[src/rtl/dxt_pkg.sv]
// Shared constants, types and helper functions of the DXT block decoder.
package dxt_pkg;

	// Image geometry
	localparam int MAX_IMAGE_DIM = 4096;
	localparam int DIM_W         = 13;
	localparam int COORD_W       = 12;
	localparam int BLK_W         = 10;
	localparam int BCNT_W        = 12;

	// Configuration register indexes
	localparam int CFG_IDX_W = 2;
	localparam logic [CFG_IDX_W-1:0] REG_FORMAT = 2'd0;
	localparam logic [CFG_IDX_W-1:0] REG_WIDTH  = 2'd1;
	localparam logic [CFG_IDX_W-1:0] REG_HEIGHT = 2'd2;

	// Block format codes; the unused code decodes as DXT1
	localparam logic [1:0] FMT_DXT1 = 2'd0;
	localparam logic [1:0] FMT_DXT3 = 2'd1;
	localparam logic [1:0] FMT_DXT5 = 2'd2;

	// Descriptor queue between front and back
	localparam int QUEUE_DEPTH = 2;

	// Reciprocals for the constant divisions, exact over the numerator ranges
	localparam int RECIP3      = 683;
	localparam int RECIP3_SHFT = 11;
	localparam int RECIP7      = 2341;
	localparam int RECIP5      = 3277;
	localparam int RECIPA_SHFT = 14;

	// One accepted block with its placement in the image
	typedef struct packed {
		logic [63:0]       alpha_word;
		logic [63:0]       color_word;
		logic [1:0]        fmt;
		logic [BLK_W-1:0]  col;
		logic [BLK_W-1:0]  line;
		logic [DIM_W-1:0]  width;
		logic [DIM_W-1:0]  height;
		logic              last_block;
	} blk_desc_t;

	typedef struct packed {
		logic [7:0] r;
		logic [7:0] g;
		logic [7:0] b;
	} rgb_t;

	// RGB565 to RGB888 by replicating the top bits
	function automatic rgb_t widen565(input logic [15:0] c);
		rgb_t o;
		o.r = {c[15:11], c[15:13]};
		o.g = {c[10:5], c[10:9]};
		o.b = {c[4:0], c[4:2]};
		return o;
	endfunction

	// Zero acts as one, oversize acts as the maximum
	function automatic logic [DIM_W-1:0] clamp_dim(input logic [DIM_W-1:0] v);
		logic [DIM_W-1:0] o;
		if (v == '0)
			o = DIM_W'(1);
		else if (v > DIM_W'(MAX_IMAGE_DIM))
			o = DIM_W'(MAX_IMAGE_DIM);
		else
			o = v;
		return o;
	endfunction

endpackage

[src/rtl/dxt_front.sv]
// Front end: configuration registers, block placement counters, request intake.
module dxt_front (
	input  logic                         clk,
	input  logic                         arst_n,
	input  logic                         push,
	output logic                         full,
	input  logic [63:0]                  alpha_word,
	input  logic [63:0]                  color_word,
	input  logic                         cfg_write,
	input  logic [dxt_pkg::CFG_IDX_W-1:0] cfg_index,
	input  logic [dxt_pkg::DIM_W-1:0]    cfg_data,
	input  logic                         q_full,
	output logic                         q_push,
	output dxt_pkg::blk_desc_t           q_desc
);
	import dxt_pkg::*;

	logic [1:0]       fmt_q;
	logic [DIM_W-1:0] width_q;
	logic [DIM_W-1:0] height_q;
	logic [BLK_W-1:0] col_q;
	logic [BLK_W-1:0] line_q;

	logic [DIM_W-1:0]  w_clamp;
	logic [DIM_W-1:0]  h_clamp;
	logic [BCNT_W-1:0] blk_per_row;
	logic [BCNT_W-1:0] blk_rows;
	logic              row_end;
	logic              last_block;

	// Configuration writes; indexes beyond the list are dropped
	always_ff @(posedge clk or negedge arst_n) begin
		if (!arst_n) begin
			fmt_q    <= FMT_DXT1;
			width_q  <= DIM_W'(MAX_IMAGE_DIM);
			height_q <= DIM_W'(MAX_IMAGE_DIM);
		end else if (cfg_write) begin
			case (cfg_index)
				REG_FORMAT: fmt_q    <= cfg_data[1:0];
				REG_WIDTH:  width_q  <= cfg_data;
				REG_HEIGHT: height_q <= cfg_data;
				default: ;
			endcase
		end
	end

	// Block grid size and end-of-row / end-of-image tests
	always_comb begin
		w_clamp     = clamp_dim(width_q);
		h_clamp     = clamp_dim(height_q);
		blk_per_row = BCNT_W'(({1'b0, w_clamp} + (DIM_W+1)'(3)) >> 2);
		blk_rows    = BCNT_W'(({1'b0, h_clamp} + (DIM_W+1)'(3)) >> 2);
		row_end     = (BCNT_W'(col_q) + BCNT_W'(1)) >= blk_per_row;
		last_block  = row_end && ((BCNT_W'(line_q) + BCNT_W'(1)) >= blk_rows);
	end

	assign full   = q_full;
	assign q_push = push && !q_full;

	always_comb begin
		q_desc.alpha_word = alpha_word;
		q_desc.color_word = color_word;
		q_desc.fmt        = fmt_q;
		q_desc.col        = col_q;
		q_desc.line       = line_q;
		q_desc.width      = w_clamp;
		q_desc.height     = h_clamp;
		q_desc.last_block = last_block;
	end

	// Placement counters step on each accepted request
	always_ff @(posedge clk or negedge arst_n) begin
		if (!arst_n) begin
			col_q  <= '0;
			line_q <= '0;
		end else if (q_push) begin
			if (last_block) begin
				col_q  <= '0;
				line_q <= '0;
			end else if (row_end) begin
				col_q  <= '0;
				line_q <= line_q + BLK_W'(1);
			end else begin
				col_q <= col_q + BLK_W'(1);
			end
		end
	end

endmodule

[src/rtl/dxt_queue.sv]
// Short descriptor queue that decouples the front end from the texel back end.
module dxt_queue (
	input  logic               clk,
	input  logic               arst_n,
	input  logic               push,
	input  dxt_pkg::blk_desc_t din,
	output logic               full,
	input  logic               pop,
	output logic               valid,
	output dxt_pkg::blk_desc_t dout
);
	import dxt_pkg::*;

	localparam int PTR_W = (QUEUE_DEPTH > 1) ? $clog2(QUEUE_DEPTH) : 1;
	localparam int CNT_W = $clog2(QUEUE_DEPTH + 1);

	blk_desc_t        entry_q [QUEUE_DEPTH];
	logic [PTR_W-1:0] wr_ptr_q;
	logic [PTR_W-1:0] rd_ptr_q;
	logic [CNT_W-1:0] count_q;

	assign full  = count_q == CNT_W'(QUEUE_DEPTH);
	assign valid = count_q != '0;
	assign dout  = entry_q[rd_ptr_q];

	// Entry storage
	always_ff @(posedge clk) begin
		if (push)
			entry_q[wr_ptr_q] <= din;
	end

	// Pointers and fill count
	always_ff @(posedge clk or negedge arst_n) begin
		if (!arst_n) begin
			wr_ptr_q <= '0;
			rd_ptr_q <= '0;
			count_q  <= '0;
		end else begin
			if (push)
				wr_ptr_q <= (wr_ptr_q == PTR_W'(QUEUE_DEPTH - 1)) ? '0 : wr_ptr_q + PTR_W'(1);
			if (pop)
				rd_ptr_q <= (rd_ptr_q == PTR_W'(QUEUE_DEPTH - 1)) ? '0 : rd_ptr_q + PTR_W'(1);
			if (push && !pop)
				count_q <= count_q + CNT_W'(1);
			else if (pop && !push)
				count_q <= count_q - CNT_W'(1);
		end
	end

endmodule

[src/rtl/dxt_back.sv]
// Back end: palette set-up, sixteen-texel emitter and output register.
module dxt_back (
	input  logic                          clk,
	input  logic                          arst_n,
	input  logic                          q_valid,
	input  dxt_pkg::blk_desc_t            q_desc,
	output logic                          q_pop,
	output logic                          empty,
	input  logic                          pop,
	output logic [dxt_pkg::COORD_W-1:0]   pixel_x,
	output logic [dxt_pkg::COORD_W-1:0]   pixel_y,
	output logic [7:0]                    red,
	output logic [7:0]                    green,
	output logic [7:0]                    blue,
	output logic [7:0]                    alpha,
	output logic                          inside_image,
	output logic                          last_of_block,
	output logic                          end_of_image
);
	import dxt_pkg::*;

	// Set-up stage: widened endpoints and division numerators
	logic             valid_s1;
	blk_desc_t        desc_s1;
	logic [2:0][7:0]  e0_s1;
	logic [2:0][7:0]  e1_s1;
	logic [9:0]       cn2_s1 [3];
	logic [9:0]       cn3_s1 [3];
	logic [10:0]      anum_s1 [6];
	logic             mode8_s1;

	// Emitter stage: full palette, alpha levels and texel counter
	logic             valid_s2;
	blk_desc_t        desc_s2;
	logic [2:0][7:0]  pal_s2 [4];
	logic [7:0]       alev_s2 [8];
	logic [3:0]       cnt_s2;

	// Output register
	logic               out_valid_q;
	logic [COORD_W-1:0] x_q;
	logic [COORD_W-1:0] y_q;
	logic [7:0]         r_q;
	logic [7:0]         g_q;
	logic [7:0]         b_q;
	logic [7:0]         a_q;
	logic               inside_q;
	logic               last_q;
	logic               eoi_q;

	logic out_free;
	logic emit;
	logic s2_done;
	logic s2_load;
	logic s1_load;

	// Stage advance
	assign out_free = !out_valid_q || pop;
	assign emit     = valid_s2 && out_free;
	assign s2_done  = emit && (cnt_s2 == 4'd15);
	assign s2_load  = valid_s1 && (!valid_s2 || s2_done);
	assign s1_load  = q_valid && (!valid_s1 || s2_load);
	assign q_pop    = s1_load;

	// Numerators from the queue head
	logic [2:0][7:0] e0_c;
	logic [2:0][7:0] e1_c;
	logic [9:0]      cn2_c [3];
	logic [9:0]      cn3_c [3];
	logic [10:0]     anum_c [6];
	logic [7:0]      a0_c;
	logic [7:0]      a1_c;
	logic            mode8_c;

	always_comb begin
		e0_c    = widen565(q_desc.color_word[15:0]);
		e1_c    = widen565(q_desc.color_word[31:16]);
		a0_c    = q_desc.alpha_word[7:0];
		a1_c    = q_desc.alpha_word[15:8];
		mode8_c = a0_c > a1_c;
		for (int ch = 0; ch < 3; ch++) begin
			cn2_c[ch] = 10'({e0_c[ch], 1'b0}) + 10'(e1_c[ch]) + 10'd1;
			cn3_c[ch] = 10'(e0_c[ch]) + 10'({e1_c[ch], 1'b0}) + 10'd1;
		end
		for (int j = 0; j < 6; j++) begin
			if (mode8_c)
				anum_c[j] = 11'(6 - j) * 11'(a0_c) + 11'(j + 1) * 11'(a1_c);
			else if (j < 4)
				anum_c[j] = 11'(4 - j) * 11'(a0_c) + 11'(j + 1) * 11'(a1_c);
			else
				anum_c[j] = '0;
		end
	end

	always_ff @(posedge clk) begin
		if (s1_load) begin
			desc_s1  <= q_desc;
			e0_s1    <= e0_c;
			e1_s1    <= e1_c;
			cn2_s1   <= cn2_c;
			cn3_s1   <= cn3_c;
			anum_s1  <= anum_c;
			mode8_s1 <= mode8_c;
		end
	end

	// Quotients by reciprocal multiplication
	logic [2:0][7:0] pal2_c;
	logic [2:0][7:0] pal3_c;
	logic [7:0]      alev_c [8];
	logic [19:0]     cprod2 [3];
	logic [19:0]     cprod3 [3];
	logic [22:0]     aprod [6];

	always_comb begin
		for (int ch = 0; ch < 3; ch++) begin
			cprod2[ch] = 20'(cn2_s1[ch]) * 20'(RECIP3);
			cprod3[ch] = 20'(cn3_s1[ch]) * 20'(RECIP3);
			pal2_c[ch] = 8'(cprod2[ch] >> RECIP3_SHFT);
			pal3_c[ch] = 8'(cprod3[ch] >> RECIP3_SHFT);
		end
		alev_c[0] = desc_s1.alpha_word[7:0];
		alev_c[1] = desc_s1.alpha_word[15:8];
		for (int j = 0; j < 6; j++) begin
			aprod[j] = 23'(anum_s1[j]) * 23'(mode8_s1 ? RECIP7 : RECIP5);
			if (mode8_s1 || j < 4)
				alev_c[j + 2] = 8'(aprod[j] >> RECIPA_SHFT);
			else if (j == 4)
				alev_c[j + 2] = 8'd0;
			else
				alev_c[j + 2] = 8'd255;
		end
	end

	always_ff @(posedge clk) begin
		if (s2_load) begin
			desc_s2   <= desc_s1;
			pal_s2[0] <= e0_s1;
			pal_s2[1] <= e1_s1;
			pal_s2[2] <= pal2_c;
			pal_s2[3] <= pal3_c;
			alev_s2   <= alev_c;
		end
	end

	// Per-texel selection
	logic [5:0]         cbit;
	logic [5:0]         abit;
	logic [5:0]         nbit;
	logic [1:0]         cidx;
	logic [2:0]         aidx;
	logic [3:0]         nib;
	logic [7:0]         a_c;
	logic [COORD_W-1:0] x_c;
	logic [COORD_W-1:0] y_c;

	always_comb begin
		cbit = 6'd32 + {1'b0, cnt_s2, 1'b0};
		abit = 6'd16 + {2'b00, cnt_s2} * 6'd3;
		nbit = {cnt_s2, 2'b00};
		cidx = desc_s2.color_word[cbit +: 2];
		aidx = desc_s2.alpha_word[abit +: 3];
		nib  = desc_s2.alpha_word[nbit +: 4];
		case (desc_s2.fmt)
			FMT_DXT3: a_c = {nib, nib};
			FMT_DXT5: a_c = alev_s2[aidx];
			default:  a_c = 8'd255;
		endcase
		x_c = {desc_s2.col, cnt_s2[1:0]};
		y_c = {desc_s2.line, cnt_s2[3:2]};
	end

	always_ff @(posedge clk) begin
		if (emit) begin
			x_q      <= x_c;
			y_q      <= y_c;
			r_q      <= pal_s2[cidx][2];
			g_q      <= pal_s2[cidx][1];
			b_q      <= pal_s2[cidx][0];
			a_q      <= a_c;
			inside_q <= ({1'b0, x_c} < desc_s2.width) && ({1'b0, y_c} < desc_s2.height);
			last_q   <= cnt_s2 == 4'd15;
			eoi_q    <= (cnt_s2 == 4'd15) && desc_s2.last_block;
		end
	end

	// Stage valids and texel counter
	always_ff @(posedge clk or negedge arst_n) begin
		if (!arst_n) begin
			valid_s1    <= 1'b0;
			valid_s2    <= 1'b0;
			cnt_s2      <= '0;
			out_valid_q <= 1'b0;
		end else begin
			if (s1_load)
				valid_s1 <= 1'b1;
			else if (s2_load)
				valid_s1 <= 1'b0;

			if (s2_load) begin
				valid_s2 <= 1'b1;
				cnt_s2   <= '0;
			end else if (s2_done) begin
				valid_s2 <= 1'b0;
				cnt_s2   <= '0;
			end else if (emit) begin
				cnt_s2 <= cnt_s2 + 4'd1;
			end

			if (emit)
				out_valid_q <= 1'b1;
			else if (pop)
				out_valid_q <= 1'b0;
		end
	end

	assign empty         = !out_valid_q;
	assign pixel_x       = x_q;
	assign pixel_y       = y_q;
	assign red           = r_q;
	assign green         = g_q;
	assign blue          = b_q;
	assign alpha         = a_q;
	assign inside_image  = inside_q;
	assign last_of_block = last_q;
	assign end_of_image  = eoi_q;

	// Checks
	a_idle_cnt: assert property (@(posedge clk) disable iff (!arst_n)
		!valid_s2 |-> cnt_s2 == '0)
		else $error("texel counter running with no block in emitter");

	a_load_start: assert property (@(posedge clk) disable iff (!arst_n)
		s2_load |=> valid_s2 && cnt_s2 == '0)
		else $error("block loaded into emitter without restarting at texel 0");

	a_cnt_hold: assert property (@(posedge clk) disable iff (!arst_n)
		valid_s2 && !emit |=> $stable(cnt_s2) && valid_s2)
		else $error("emitter moved while output was stalled");

	a_eoi_last: assert property (@(posedge clk) disable iff (!arst_n)
		out_valid_q && eoi_q |-> last_q)
		else $error("end of image flagged away from last texel of block");

endmodule

[src/rtl/dxt_block_texture_decoder.sv]
// Top level of the DXT1/DXT3/DXT5 block texture decoder.
//
// Each request pushed in is one compressed 4x4 block (alpha half and colour half);
// the decoder returns its sixteen RGBA texels in raster order within the block,
// each with its image coordinates and flags for inside-image, last texel of the
// block and end of image. Blocks are placed left to right, then top to bottom,
// wrapping at the configured image size. Colour always uses four-colour mode.
// The texel emitter delivers one texel per cycle while the output register is free
// or being popped; a two-entry descriptor queue and a palette set-up stage let the
// next block be prepared while the current one streams out. A block pushed into an
// idle decoder passes the queue, the set-up stage and the emitter stage before its
// first texel reaches the output register. Configuration is written through
// cfg_write/cfg_index/cfg_data (0 format, 1 width, 2 height) and must only change
// while no block is in flight. No clearing pass after reset.
module dxt_block_texture_decoder (
	input  logic                          clk,
	input  logic                          arst_n,
	input  logic                          push,
	output logic                          full,
	input  logic [63:0]                   alpha_word,
	input  logic [63:0]                   color_word,
	output logic                          empty,
	input  logic                          pop,
	output logic [dxt_pkg::COORD_W-1:0]   pixel_x,
	output logic [dxt_pkg::COORD_W-1:0]   pixel_y,
	output logic [7:0]                    red,
	output logic [7:0]                    green,
	output logic [7:0]                    blue,
	output logic [7:0]                    alpha,
	output logic                          inside_image,
	output logic                          last_of_block,
	output logic                          end_of_image,
	input  logic                          cfg_write,
	input  logic [dxt_pkg::CFG_IDX_W-1:0] cfg_index,
	input  logic [dxt_pkg::DIM_W-1:0]     cfg_data
);
	import dxt_pkg::*;

	logic      q_full;
	logic      q_push;
	blk_desc_t q_din;
	logic      q_pop;
	logic      q_valid;
	blk_desc_t q_dout;

	dxt_front u_front (
		.clk        (clk),
		.arst_n     (arst_n),
		.push       (push),
		.full       (full),
		.alpha_word (alpha_word),
		.color_word (color_word),
		.cfg_write  (cfg_write),
		.cfg_index  (cfg_index),
		.cfg_data   (cfg_data),
		.q_full     (q_full),
		.q_push     (q_push),
		.q_desc     (q_din)
	);

	dxt_queue u_queue (
		.clk    (clk),
		.arst_n (arst_n),
		.push   (q_push),
		.din    (q_din),
		.full   (q_full),
		.pop    (q_pop),
		.valid  (q_valid),
		.dout   (q_dout)
	);

	dxt_back u_back (
		.clk           (clk),
		.arst_n        (arst_n),
		.q_valid       (q_valid),
		.q_desc        (q_dout),
		.q_pop         (q_pop),
		.empty         (empty),
		.pop           (pop),
		.pixel_x       (pixel_x),
		.pixel_y       (pixel_y),
		.red           (red),
		.green         (green),
		.blue          (blue),
		.alpha         (alpha),
		.inside_image  (inside_image),
		.last_of_block (last_of_block),
		.end_of_image  (end_of_image)
	);

endmodule

[config.mk]
export PLATFORM = sky130hd
export DESIGN_NAME = dxt_block_texture_decoder
export DESIGN_NICKNAME = d
export VERILOG_FILES = /design/src/rtl/dxt_pkg.sv /design/src/rtl/dxt_front.sv /design/src/rtl/dxt_queue.sv /design/src/rtl/dxt_back.sv /design/src/rtl/dxt_block_texture_decoder.sv
export SDC_FILE = /design/constraint.sdc
export NUM_CORES = 2
export LEC_CHECK = 0
export BUFFER_PORTS_ARGS = -buffer_cell sky130_fd_sc_hd__buf_2
export CORE_MARGIN = 4
export CORE_UTILIZATION = 25
export DETAILED_ROUTE_END_ITERATION = 7
export HOLD_SLACK_MARGIN = 0.12
export PLACE_DENSITY = 0.45
export SLEW_MARGIN = 20
export SYNTH_ARGS = -nofsm -noshare
export SYNTH_HDL_FRONTEND = slang
export SYNTH_SLANG_ARGS = --single-unit
[constraint.sdc]
create_clock -name clk -period 9.28 [get_ports clk]
set_input_delay 2.32 -clock clk [delete_from_list [all_inputs] [get_ports clk]]
set_output_delay 2.32 -clock clk [all_outputs]
set_load 0.02 [all_outputs]
==> insert_results.sql <==
INSERT INTO impl_metrics (metric_group, metric, value, unit) VALUES
('worst_setup_path', 'r2r_end', 'u_back.alev_s2[15]', ''),
('logic_synthesis', 'syn-cell-area', '71100', 'um^2'),
('logic_synthesis', 'share_of_synthesized_cell_area_in_full_adder_half_adder_and_majority_cells', '0.293', ''),
('logic_synthesis', 'avgSynthCellArea', '13.1', 'um^2'),
('logic_synthesis', 'synth-seq-cells', '1045', ''),
('floorplanning', 'die_h', '541', 'um'),
('logic_synthesis', 'number_of_instances_in_the_synthesized_netlist', '5433', ''),
('worst_setup_path', 'r2r_start', 'u_back.mode8_s1', ''),
('timing', 'grt_setup_unrepaired', 'no', ''),
('run', 'max_cap_viol_count', '0', ''),
('worst_setup_path', 'critical_path.startpoint', 'u_back.mode8_s1', ''),
('detailed_routing', 'via_per_inst', '4.21', ''),
('detailed_routing', 'wl_per_cell', '17.6', 'um'),
('detailed_routing', 'drt_iter0_drc', '1891', ''),
('worst_setup_path', 'timing.reg2reg.setup_slack', '2680', 'ps'),
('clock_tree', 'cts.htree.levels', '3', ''),
('worst_setup_path', 'critical_path.slowest_cell', 'sky130_fd_sc_hd__a2111oi_1', ''),
('place', 'detailedPlace.worstSlack', '2640', 'ps'),
('logic_synthesis', 'synth.area.mux_share', '0.0700', ''),
('detailed_routing', 'route.vias.total', '40460', ''),
('worst_setup_path', 'critical_path.n_buffers_inverters', '3', ''),
('floorplanning', 'die_area', '293000', 'um^2'),
('pwr', 'power.static_leakage', '34.5', 'nW'),
('timing', 'min_period_over_period', '0.712', ''),
('place', 'dpl.hpwl', '130000', 'um'),
('global_route', 'first_global_vias', '43020', ''),
('outcome', 'outcome', 'finished, final reports clean', ''),
('logic_synthesis', 'synth-xor-area-share', '0.0372', ''),
('worst_setup_path', 'cp_top_family', 'adder cells', ''),
('clock_tree', 'clk_sinks', '1045', ''),
('logic_synthesis', 'synthFlopType', 'sky130_fd_sc_hd__edfxtp_1', ''),
('timing', 'worst_clock_skew_on_the_final_layout', '84.6', 'ps'),
('place', 'port_buffers', '208', ''),
('timing', 'layout_min_cycle_time', '6600', 'ps'),
('floorplanning', 'placementRows', '195', ''),
('worst_setup_path', 'critical_path_depth', '20', ''),
('global_route', 'grt_start_max_net_pins', '176', ''),
('worst_setup_path', 'start_kind', 'register', ''),
('global_route', 'grt_antenna_before_repair', '50', ''),
('timing', 'timing_hold_violations_final', '0', ''),
('timing', 'max_freq', '0.151', 'GHz'),
('global_route', 'globalRoute.totalOverflow', '0', ''),
('logic_synthesis', 'synth_enable_flop_cells', '986', ''),
('floorplanning', 'die_x', '541', 'um'),
('detailed_routing', 'drc_errors', '0', ''),
('clock_tree', 'tritoncts', 'done', ''),
('finish', 'mostFrequentLayoutCells', 'sky130_fd_sc_hd__edfxtp_1 (986), sky130_fd_sc_hd__ha_1 (925), sky130_fd_sc_hd__inv_1 (854)', ''),
('logic_synthesis', 'post_synth_num_cell_types', '80', ''),
('finish', 'syn_to_final_growth', '13.7', '%'),
('clock_tree', 'postCtsResizedCells', '0', ''),
('pwr', 'vdd_ir_drop_max', '313', 'uV'),
('detailed_routing', 'antenna_violating_nets_post_route', '0', ''),
('worst_setup_path', 'worst_setup_path_end_kind', 'register', ''),
('clock_tree', 'max-clock-path-buffers', '3', ''),
('worst_setup_path', 'worst_path_most_repeated_cell', 'sky130_fd_sc_hd__fa_1', ''),
('timing', 'number_of_setup_violations_in_the_final_report', '0', ''),
('timing', 'timing.setup.tns', '0', 'ps'),
('worst_setup_path', 'worst_r2r_path_depth', '20', ''),
('clock_tree', 'clockRootBuffer', 'sky130_fd_sc_hd__clkbuf_16', ''),
('hold_path', 'hp-class', 'register to register', ''),
('detailed_routing', 'first_pass_iters', '5', ''),
('timing', 'tightest_slew', '1030', 'ps'),
('logic_synthesis', 'share_of_synthesized_cell_area_in_and_or_nand_and_nor_gates', '0.0544', ''),
('worst_setup_path', 'worst-endpoint-required', '9770', 'ps'),
('clock_tree', 'post-cts-setup-buffer-count', '0', ''),
('timing', 'slew_viol_final', '0', ''),
('pwr', 'pwr_density_cell', '362', 'nW/um^2'),
('floorplanning', 'core-area', '283000', 'um^2'),
('logic_synthesis', 'synth_compound_area_frac', '0.0547', ''),
('clock_tree', 'clkLatencyLatePin', '790', 'ps'),
('detailed_routing', 'drt_wl_total', '169000', 'um');
[how the worst min path moves through the flow]
stage,from,cells past startpoint,end
after detailed placement,u_back.desc_s1[139],0,u_back.desc_s2[139]
after global routing,u_back.desc_s1[72],0,u_back.desc_s2[72]
after floorplan,u_back.alev_c[49],0,u_back.alev_s2[49]
after CTS,u_back.desc_s1[72],0,u_back.desc_s2[72]
final,u_back.desc_s1[72],0,u_back.desc_s2[72]
after global placement,u_back.desc_s1[1],0,u_back.desc_s2[1]
[worst register-to-register path: cells and delay by family (launching register included)]
kind / cells / cell delay (ps)
simple gates: 4 / 700
flops: 1 / 370
buf+inv: 3 / 610
compound gates: 6 / 2020
xor+xnor: 1 / 150
fa+ha+maj: 6 / 2500
[metrics by stage]
stage                     instances  cell area, um^2  hold slack (ps)  utilization
after CTS                      9608            80800              412        0.286
after detailed placement       9382            76900              405        0.272
after global placement         9382            76900              401        0.272
final                          9618            80900              406        0.286
after floorplan                5502            71400              400            -
after global routing           9612            80900              414        0.286
[synth_stat cells (all sizes together) (94+ instances only)]
| cell type | number | area (um^2) |
|---|---|---|
| a21o | 95 | 713 |
| a21oi | 191 | 963 |
| edfxtp | 986 | 29600 |
| fa | 461 | 9230 |
| ha | 927 | 11600 |
| inv | 857 | 3220 |
| mux2 | 190 | 2140 |
| nand2 | 182 | 683 |
| nor2 | 184 | 691 |
| nor2b | 94 | 588 |
| o21ai | 100 | 500 |
| xnor2 | 226 | 1980 |
[per-layer routing]
metal  up-vias  GRT usage  share of wire
li1      19630          -              -
met1     20030      0.157           0.47
met2       570      0.188           0.46
met3       206     0.0217          0.046
met4        24     0.0280          0.022
met5         -          0        0.00087
[report_power, final]
group	internal (mW)	switching, mW	total [mW]	leakage [nW]
combinational	7.48	9.89	17.4	22.8
sequential	6.79	0.420	7.21	9.75
clock	2.70	2.02	4.72	1.90
[layout make-up]
cell class,instances,area [um^2]
multi-input combinational,3492,36500
inverter,857,3220
clock inverter,86,841
tap,3743,4680
sequential,1045,31100
fill,28757,202000
antenna,10,25.0
clock buffer,140,3120
timing repair buffer,245,1370
[flip-flops by register name, summed over array words and instances, names as in the netlist, 10 cells and up]
register,flops
u_back.alev_c,16
u_back.alev_s2,62
u_back.anum_s1,62
u_back.cn2_s1,30
u_back.cn3_s1,30
u_back.desc_s1,161
u_back.desc_s2,163
u_back.pal_s2,48
u_back.pixel_x,12
u_back.pixel_y,12
u_front.col_q,10
u_front.height_q,13
u_front.line_q,10
u_front.width_q,13
u_queue.entry_q,354
[cells by family (layout without fill, tap and decap cells)]
group           after synthesis  count (layout)
simple gates                777             777
mux                         355             355
fa+ha+maj                  1388            1388
xor+xnor                    301             301
other cells                   2              81
buf+inv                     965            1328
compound gates              600             600
flops                      1045            1045
Note: power is estimated with default switching activity, not from simulation.
